$ cat config.mk
export PLATFORM = sky130hd
export DESIGN_NAME = rtp_h264_depacketizer
export DESIGN_NICKNAME = d
export VERILOG_FILES = /design/src/hdl/rtph264_pkg.sv /design/src/hdl/rtp_h264_depacketizer.sv
export SDC_FILE = /design/constraint.sdc
export NUM_CORES = 1
export LEC_CHECK = 0
export BUFFER_PORTS_ARGS = -buffer_cell sky130_fd_sc_hd__buf_2
export CELL_PAD_IN_SITES_DETAIL_PLACEMENT = 0
export CELL_PAD_IN_SITES_GLOBAL_PLACEMENT = 1
export CORE_MARGIN = 2
export CORE_UTILIZATION = 46
export DETAILED_ROUTE_END_ITERATION = 10
export GPL_ROUTABILITY_DRIVEN = 0
export PLACE_DENSITY_LB_ADDON = 0.1
export SYNTH_ARGS = -nofsm -noshare
export SYNTH_HDL_FRONTEND = slang
export SYNTH_SLANG_ARGS = --single-unit
$ cat constraint.sdc
create_clock -name clk_i -period 3.5 [get_ports clk_i]
set_input_delay 0.175 -clock clk_i [delete_from_list [all_inputs] [get_ports clk_i]]
set_output_delay 0.175 -clock clk_i [all_outputs]
set_load 0.005 [all_outputs]
$ cat src/hdl/rtph264_pkg.sv
// Shared constants for the RTP H.264 depacketizer.
// No dependencies; used by rtp_h264_depacketizer.
package rtph264_pkg;

  localparam int unsigned MaxPacketBytes = 2048;

  localparam int unsigned HdrLenW     = 6;
  localparam logic [5:0]  HdrLenReset = 6'd12;

  // NAL unit types of interest
  localparam logic [4:0] NalSingleMax = 5'd23;
  localparam logic [4:0] NalFuA       = 5'd28;
  localparam logic [4:0] NalFuB       = 5'd29;

  // Annex-B start code 00 00 00 01 plus the NAL header byte
  localparam logic [7:0] StartCodeZero = 8'h00;
  localparam logic [7:0] StartCodeOne  = 8'h01;
  localparam logic [2:0] BurstLen      = 3'd5;
  localparam logic [2:0] SingleLen     = 3'd1;

endpackage

$ cat src/hdl/rtp_h264_depacketizer.sv
// RTP H.264 depacketizer top level: RTP bytes in, Annex-B byte stream out.
// Depends on rtph264_pkg.
//
// Usage:
//   Input channel: one RTP packet byte per transaction (data_byte_i), with
//   last_byte_i set on the final byte. Output channel: one Annex-B byte per
//   transaction; byte_valid_o low marks a bare end marker, end_of_packet_o
//   flags the last result of each packet. Both channels use valid/stall;
//   the receiver drives stall.
//   cfg_we_i/cfg_wdata_i write header_len (RTP header bytes to skip); write
//   only while the block is idle.
// Flow:
//   A byte is registered at the input stage; its results are then registered
//   in the result register and driven out from there.
//   A byte that opens a NAL unit yields start code plus header, five results
//   drained one per cycle while the receiver does not stall; other bytes with
//   results yield one result. Bytes yielding nothing leave the input stage
//   even while the result register is busy.
// Reset: asynchronous, active low; clears the pipeline, returns the parser
//   to header skip and header_len to 12. No clearing pass.
// Stall: when the receiver stalls, the result holds; a byte with results then
//   waits in the input stage with in_stall_o high until results drain.
module rtp_h264_depacketizer #(
  parameter int unsigned MAX_PACKET_BYTES = rtph264_pkg::MaxPacketBytes
) (
  input  logic       clk_i,
  input  logic       rst_ni,
  input  logic       in_valid_i,
  output logic       in_stall_o,
  input  logic [7:0] data_byte_i,
  input  logic       last_byte_i,
  output logic       out_valid_o,
  input  logic       out_stall_i,
  output logic [7:0] out_byte_o,
  output logic       byte_valid_o,
  output logic       end_of_packet_o,
  input  logic       cfg_we_i,
  input  logic [rtph264_pkg::HdrLenW-1:0] cfg_wdata_i
);

  localparam int unsigned PosW = $clog2(MAX_PACKET_BYTES + 1);
  localparam logic [PosW-1:0] PosMax = PosW'(MAX_PACKET_BYTES);

  typedef enum logic [2:0] {
    ModeSkip,
    ModeFuHdr,
    ModeSingle,
    ModeFuPay,
    ModeDiscard
  } mode_e;

  // configuration
  logic [rtph264_pkg::HdrLenW-1:0] hdr_len_q;

  // input stage
  logic       s1_valid_q, s1_valid_d;
  logic [7:0] s1_byte_q;
  logic       s1_last_q;

  // parser state
  mode_e           mode_q, mode_d;
  logic [PosW-1:0] pos_q, pos_d;
  logic [2:0]      fnri_q, fnri_d;

  // result register: remaining results of the current burst
  logic [2:0] rem_q, rem_d;
  logic [7:0] hdr_q, hdr_d;
  logic       bval_q, bval_d;
  logic       eop_q, eop_d;

  // per-byte decode
  logic [2:0] n_res;
  logic [7:0] res_byte;
  logic       res_bval;

  logic in_accept, out_take, buf_free, s1_move;
  logic [4:0] nal_type;

  assign nal_type = s1_byte_q[4:0];

  always_comb begin
    mode_d   = mode_q;
    pos_d    = pos_q;
    fnri_d   = fnri_q;
    n_res    = 3'd0;
    res_byte = s1_byte_q;
    res_bval = 1'b1;
    if (pos_q < PosMax) begin
      unique case (mode_q)
        ModeSkip: begin
          if (pos_q >= PosW'(hdr_len_q)) begin
            priority if (nal_type != 5'd0 && nal_type <= rtph264_pkg::NalSingleMax) begin
              n_res  = rtph264_pkg::BurstLen;
              mode_d = ModeSingle;
            end else if (nal_type == rtph264_pkg::NalFuA ||
                         nal_type == rtph264_pkg::NalFuB) begin
              fnri_d = s1_byte_q[7:5];
              mode_d = ModeFuHdr;
            end else begin
              mode_d = ModeDiscard;
            end
          end
        end
        ModeFuHdr: begin
          // start bit without end bit: rebuild the NAL header
          if (s1_byte_q[7] && !s1_byte_q[6]) begin
            n_res    = rtph264_pkg::BurstLen;
            res_byte = {fnri_q, s1_byte_q[4:0]};
          end
          mode_d = ModeFuPay;
        end
        ModeSingle, ModeFuPay: begin
          n_res = rtph264_pkg::SingleLen;
        end
        default: begin
          mode_d = ModeDiscard;
        end
      endcase
      pos_d = pos_q + PosW'(1);
    end
    if (s1_last_q) begin
      if (n_res == 3'd0) begin
        // bare end marker
        n_res    = rtph264_pkg::SingleLen;
        res_byte = 8'h00;
        res_bval = 1'b0;
      end
      mode_d = ModeSkip;
      pos_d  = '0;
      fnri_d = 3'd0;
    end
  end

  assign out_valid_o = (rem_q != 3'd0);
  assign out_take    = out_valid_o && !out_stall_i;
  assign buf_free    = !out_valid_o || (rem_q == 3'd1 && out_take);
  // bytes with no result never wait for the result register
  assign s1_move     = s1_valid_q && ((n_res == 3'd0) || buf_free);
  assign in_stall_o  = s1_valid_q && !s1_move;
  assign in_accept   = in_valid_i && !in_stall_o;
  assign s1_valid_d  = in_accept || (s1_valid_q && !s1_move);

  always_comb begin
    rem_d  = rem_q;
    hdr_d  = hdr_q;
    bval_d = bval_q;
    eop_d  = eop_q;
    if (s1_move && n_res != 3'd0) begin
      rem_d  = n_res;
      hdr_d  = res_byte;
      bval_d = res_bval;
      eop_d  = s1_last_q;
    end else if (out_take) begin
      rem_d = rem_q - 3'd1;
    end
  end

  // Drive the start code bytes first, then the stored header or payload byte.
  always_comb begin
    unique case (rem_q)
      3'd5, 3'd4, 3'd3: out_byte_o = rtph264_pkg::StartCodeZero;
      3'd2:             out_byte_o = rtph264_pkg::StartCodeOne;
      default:          out_byte_o = hdr_q;
    endcase
  end
  assign byte_valid_o    = (rem_q != 3'd1) || bval_q;
  assign end_of_packet_o = (rem_q == 3'd1) && eop_q;

  always_ff @(posedge clk_i or negedge rst_ni) begin
    if (!rst_ni) begin
      hdr_len_q  <= rtph264_pkg::HdrLenReset;
      s1_valid_q <= 1'b0;
      mode_q     <= ModeSkip;
      pos_q      <= '0;
      fnri_q     <= 3'd0;
      rem_q      <= 3'd0;
    end else begin
      if (cfg_we_i) begin
        hdr_len_q <= cfg_wdata_i;
      end
      s1_valid_q <= s1_valid_d;
      // advance the parser only when the byte leaves the input stage
      if (s1_move) begin
        mode_q <= mode_d;
        pos_q  <= pos_d;
        fnri_q <= fnri_d;
      end
      rem_q <= rem_d;
    end
  end

  // payload registers, no reset
  always_ff @(posedge clk_i) begin
    if (in_accept) begin
      s1_byte_q <= data_byte_i;
      s1_last_q <= last_byte_i;
    end
    hdr_q  <= hdr_d;
    bval_q <= bval_d;
    eop_q  <= eop_d;
  end

endmodule

# Yosys cells after proc, flatten, opt, wreduce, memory -nomap -nowiden
# Cells that the tools add are included.
[word_totals]
ff_bits = 47
in_bits = 20
wordCells = 95
[op_classes]
add_sub_neg = 2
order_cmp = 3
mux = 30
n_eq_ne = 14
n_reduce_logical = 35
[ops]
columns = ["cell", "count"]
rows = [
  ["$mux 3", 19],
  ["$mux 8", 5],
  ["$mux 12", 2],
  ["$pmux 3 s3", 2],
  ["$pmux 8 s2", 1],
  ["$add 12x1->12 const B", 1],
  ["$eq 3x2->1 const B", 4],
  ["$ge 12x6->1", 1],
  ["$lt 12x12->1 const B", 1],
  ["$eq 5x5->1 const B", 2],
  ["$reduce_bool 2->1", 5],
  ["$logic_and 1x1->1", 9],
  ["$logic_not 3->1", 3],
  ["$eq 3x1->1 const B", 2],
  ["$eq 3x3->1 const B", 2],
  ["$reduce_and 6->1", 1],
  ["$reduce_bool 3->1", 2],
  ["$le 5x5->1 const B", 1],
  ["$logic_not 1->1", 5],
  ["$logic_or 1x1->1", 5],
  ["$reduce_bool 5->1", 1],
  ["$ne 2x2->1 const B", 2],
  ["$reduce_and 4->1", 1],
  ["$ne 3x1->1 const B", 1],
  ["6 further kinds", 6],
]

# Logic depth before layout (Yosys ltp)
[logic_depth]
word_depth = 17
ltp_mapped = 9

# Least setup slack after synthesis
# Ideal clock, no wire load.
[synth_path]
path_kind = "register to register"
from = "reg hdr_len_q[2] (netlist name)"
to = "reg s1_byte_q[0], enable pin"
setup_time_ns = 0.337
period_less_slack_ns = 2.500
required_time_ns = 3.163
arrival_ns = 2.163
path_stages_with_launch = 9
setup_slack_ns = 1.000
cell_sequence = "dfstp_2 > inv_1 > ha_1 > a31oi_1 > nor2b_1 > o2111a_1 > o21a_4 > o211ai_1 > and2_1"
[synth_between]
elab_chain_cells = 14
[synth_lines]
columns = ["element", "line", "source"]
rows = [
  ["from (decl)", "rtp_h264_depacketizer.sv:53", "logic [rtph264_pkg::HdrLenW-1:0] hdr_len_q;"],
  ["from (signal assigned)", "rtp_h264_depacketizer.sv:171", "hdr_len_q <= rtph264_pkg::HdrLenReset;"],
  ["from (signal assigned)", "rtp_h264_depacketizer.sv:179", "hdr_len_q <= cfg_wdata_i;"],
  ["$ge 12x6->1 *", "rtp_h264_depacketizer.sv:91", "if (pos_q >= PosW'(hdr_len_q)) begin"],
  ["$mux 3 *", "rtp_h264_depacketizer.sv:91", ""],
  ["$pmux 3 s3 *", "rtp_h264_depacketizer.sv:89", "unique case (mode_q)"],
  ["$mux 3 *", "rtp_h264_depacketizer.sv:88", "if (pos_q < PosMax) begin"],
  ["$logic_not 3->1", "rtp_h264_depacketizer.sv:122", "if (n_res == 3'd0) begin"],
  ["$mux 3", "rtp_h264_depacketizer.sv:122", ""],
  ["$mux 3 *", "rtp_h264_depacketizer.sv:121", "if (s1_last_q) begin"],
  ["$logic_not 3->1 *", "rtp_h264_depacketizer.sv:138", "assign s1_move = s1_valid_q && ((n_res == 3'd0) || buf_free);"],
  ["$logic_or 1x1->1 *", "rtp_h264_depacketizer.sv:138", ""],
  ["$logic_and 1x1->1 *", "rtp_h264_depacketizer.sv:138", ""],
  ["$logic_not 1->1 *", "rtp_h264_depacketizer.sv:139", "assign in_stall_o = s1_valid_q && !s1_move;"],
  ["$logic_and 1x1->1 *", "rtp_h264_depacketizer.sv:139", ""],
  ["$logic_not 1->1 *", "rtp_h264_depacketizer.sv:140", "assign in_accept = in_valid_i && !in_stall_o;"],
  ["$logic_and 1x1->1 *", "rtp_h264_depacketizer.sv:140", ""],
  ["named net in_accept", "rtp_h264_depacketizer.sv:76", "logic in_accept, out_take, buf_free, s1_move;"],
  ["to (signal assigned)", "rtp_h264_depacketizer.sv:195", "s1_byte_q <= data_byte_i;"],
  ["to (decl)", "rtp_h264_depacketizer.sv:57", "logic [7:0] s1_byte_q;"],
]
# Mark *: on every way through the listed nets, which the timed path passes. The rest lies on a longest branch.
# A chain may end at the register's enable or synchronous reset.

# Final worst setup path
# Same ends and word-level chain as after synthesis.

==> impl_metrics.csv <==
group,metric,value,unit
synth,synth_seq_cells,47,
die,die_w,80.62,um
synth,synth_compound_area_share,19.09,%
synth,synth_edf_count,19,
synth,synth.mux.area_fraction,4.866,%
synth,synth_nets,293,
sta,min_period_over_period,80.13,%
sta,finalSetupViolCount,0,
final_layout,area_delta_synth_final,12.19,%
die,row_count,27,
min_path,hold_start,"data_byte_i[1]",
global_routing,grt_overflow,0,
clocking,cts_htree_levels,2,
final_layout,final_net_count,325,
route,routed_wl,5381,um
sta,skew,7.892,ps
final_layout,final_core_util,54.34,%
global_routing,antenna_found_initial,0,
die,die_y,80.62,um
sta,fin_tns_setup,0,ps
critical_path,arrival,2770,ps
synth,synth.area.top_cells,"dfrtp_1 (24%), edfxtp_1 (21%), ha_1 (5.6%), mux2i_1 (3.3%), nand2b_1 (3.0%)",
clocking,ctsHoldBuffers,1,
synth,synth_area_leader_cell,"dfrtp_1",
sta,tightest_slew,647.9,ps
sta,max_clock_freq,356.5,MHz
synth,synthDistinctLibCells,50,
synth,yosys-top-cells-count,"dfrtp_1 (26), nand2_1 (21), edfxtp_1 (19), inv_1 (18), nor2_1 (16)",
global_routing,grt_pass1_vias,1822,
clocking,numClockSinks,47,
synth,seq_area_frac_synth,47.17,%
synth,yosys.area.top_type_share,24.10,%
synth,synthSimpleGateAreaFrac,18.67,%
critical_path,rr_endpoint,"s1_byte_q[0]",
synth,avgSynthCellArea,10.35,um2
route,post_drt_wl_per_cell,14.70,um
critical_path,r2r-start,"hdr_len_q[2]",
clocking,cts.reportedPaths.clkPinSlew,90,ps
min_path,hold_path.class,"primary input to flop",
place,port_buffers,31,
clocking,clk_latency,300,ps
min_path,min_to,"s1_byte_q[1]",
route,dr.first_iter.drc_count,115,
final_layout,antenna_cells,0,
critical_path,crit_type,"flop to flop",
clocking,cts_max_path_buffers,2,
route,vias,1958,
synth,yosys.area_share.adder,5.561,%
place,placedInstanceArea,2904,um2
critical_path,cp_max_fo,14,
sta,relSlewSlack,56.81,%
clocking,cts_root_buf,"clkbuf_8",
clocking,cts_tree,"yes",
power,ir_drop,0.3399,mV
power,power_leakage,1.305,nW
sta,drv_slew,0,
synth,synth-xor-area-share,0.3244,%
clocking,numCtsBuffers,5,
synth,async_flop_share,59.57,%
die,core_area,5574,um2
sta,hold_viol,0,
status,outcome,"complete, no violations",
global_routing,grt.total_usage,17.84,%
synth,synth_top_family_by_area,"compound AO/OA/AOI/OAI gates",
critical_path,required,3460,ps
route,drc,0,
final_layout,filler_cell_count,521,
power,p_per_area,730.2,nW/um2
synth,yosysWarnings,0,
flow_run,cap_violations,0,
route,ant_nets,0,
min_path,whs_path_depth,1,
die,start_util,48.44,%
die,die_area,6499,um2
global_routing,grt_max_degree,29,
clocking,post_cts_buffers,0,
final_layout,drive_gt1_share,22.11,%
sta,rsz0062_at_grt,"no",
critical_path,worstSetupEndpointType,"flop",
synth,yosysMostFrequentCell,"dfrtp_1",
critical_path,startpoint_type,"flop",
clocking,post_cts_resized,0,
die,io_pins,32,
synth,netlist_area,2700,um2
sta,fin_crit,2805,ps
place,dp.final_hpwl,3961,um
final_layout,stdcell_area,3029,um2
synth,synth_ff_type,"dfrtp_1",
global_routing,grt_pass1_wl,8790,um
route,vias_per_cell,5.350,
critical_path,rrSetupSlack,700,ps
synth,synthCells,261,
route,dr.pass1.iters,4,
critical_path,ff2ff_path_depth,8,
[critical path: stages, from the launching register on]
cell and delay (ps):
dfstp_2 520, inv_1 50, ha_1 300, a31oi_1 170, nor2b_1 80, o2111a_1 320, o21a_4 340, o211ai_1 260
and2_1 430
[power breakdown]
part | switching [W] | internal, W
Sequential | 0.000122 | 0.000727
Combinational | 0.000581 | 0.000376
Clock | 0.000191 | 0.000215
[per-layer routing]
metal	routed length (um)	vias up	GRT usage, %	part of all wire [%]
met5	0	-	0	0
met4	62	0	5.085	1.2
met3	204	4	3.034	3.8
met2	2386	37	28.08	44
met1	2727	918	25.34	51
li1	-	999	-	-
[registers in the layout, indices dropped and copies added (netlist names)]
register,cells
bval_q,1
eop_q,1
fnri_q,3
hdr_len_q,6
hdr_q,8
mode_q,3
pos_q,12
rem_q,3
s1_byte_q,8
s1_last_q,1
s1_valid_q,1
[area by class of cell]
cell class	count	area [um2]	area share (%)
Clock buffer	5	68.82	2.272
Sequential cell	47	1274	42.05
Clock inverter	3	46.29	1.528
Multi-Input combinational cell	187	1310	43.25
Timing Repair Buffer	32	165.2	5.452
Inverter	20	75.07	2.478
Tap cell	72	90.09	2.974
[cells by family after synthesis]
kind of cell | Yosys count
flops | 47
fa+ha+maj | 12
compound gates | 66
simple gates | 96
buf+inv | 27
xor+xnor | 1
mux | 12
[placed cells by master, fill, tap and decap left out, drive strengths merged, types with 2 or more instances in the layout]
cell,Yosys,layout
buf,4,31
dfrtp,26,26
a21oi,22,22
nand2,21,21
inv,20,21
edfxtp,19,19
nor2,17,17
o21ai,15,15
nand2b,13,13
ha,12,12
nor3,10,10
nor2b,10,10
mux2i,9,9
nand4,6,6
and2,6,6
nand3,6,6
clkbuf,3,5
o21a,5,5
o2111a,4,4
o2bb2ai,4,4
and3,4,4
mux2,3,3
a211oi,3,3
o211ai,3,3
a31oi,2,2
o31ai,2,2
dfstp,2,2
[worst max path at each step]
stage / from / to / slack (ps)
floorplan: hdr_len_q[2] / s1_byte_q[0] / 1000
global placement: hdr_len_q[2] / s1_byte_q[1] / 760
detailed placement: hdr_len_q[2] / s1_byte_q[1] / 710
CTS: hdr_len_q[2] / s1_byte_q[0] / 690
global route: hdr_len_q[2] / s1_byte_q[1] / 520
finish: hdr_len_q[2] / s1_byte_q[0] / 700
[stage by stage]
stage / setup WS (ps) / std cells / power (W) / hold WS [ps]
final: 695.3 / 366 / 0.002212 / 44.77
after global routing: 521.4 / 366 / 0.002372 / 30.75
after CTS: 692.4 / 366 / 0.002230 / 36.63
after floorplan: 999.8 / 261 / 0.001593 / -120.6
after detailed placement: 711.3 / 357 / 0.001821 / 246.6
after global placement: 763.9 / 357 / 0.001808 / 244.8
Note: power is estimated with default switching activity, not from simulation.
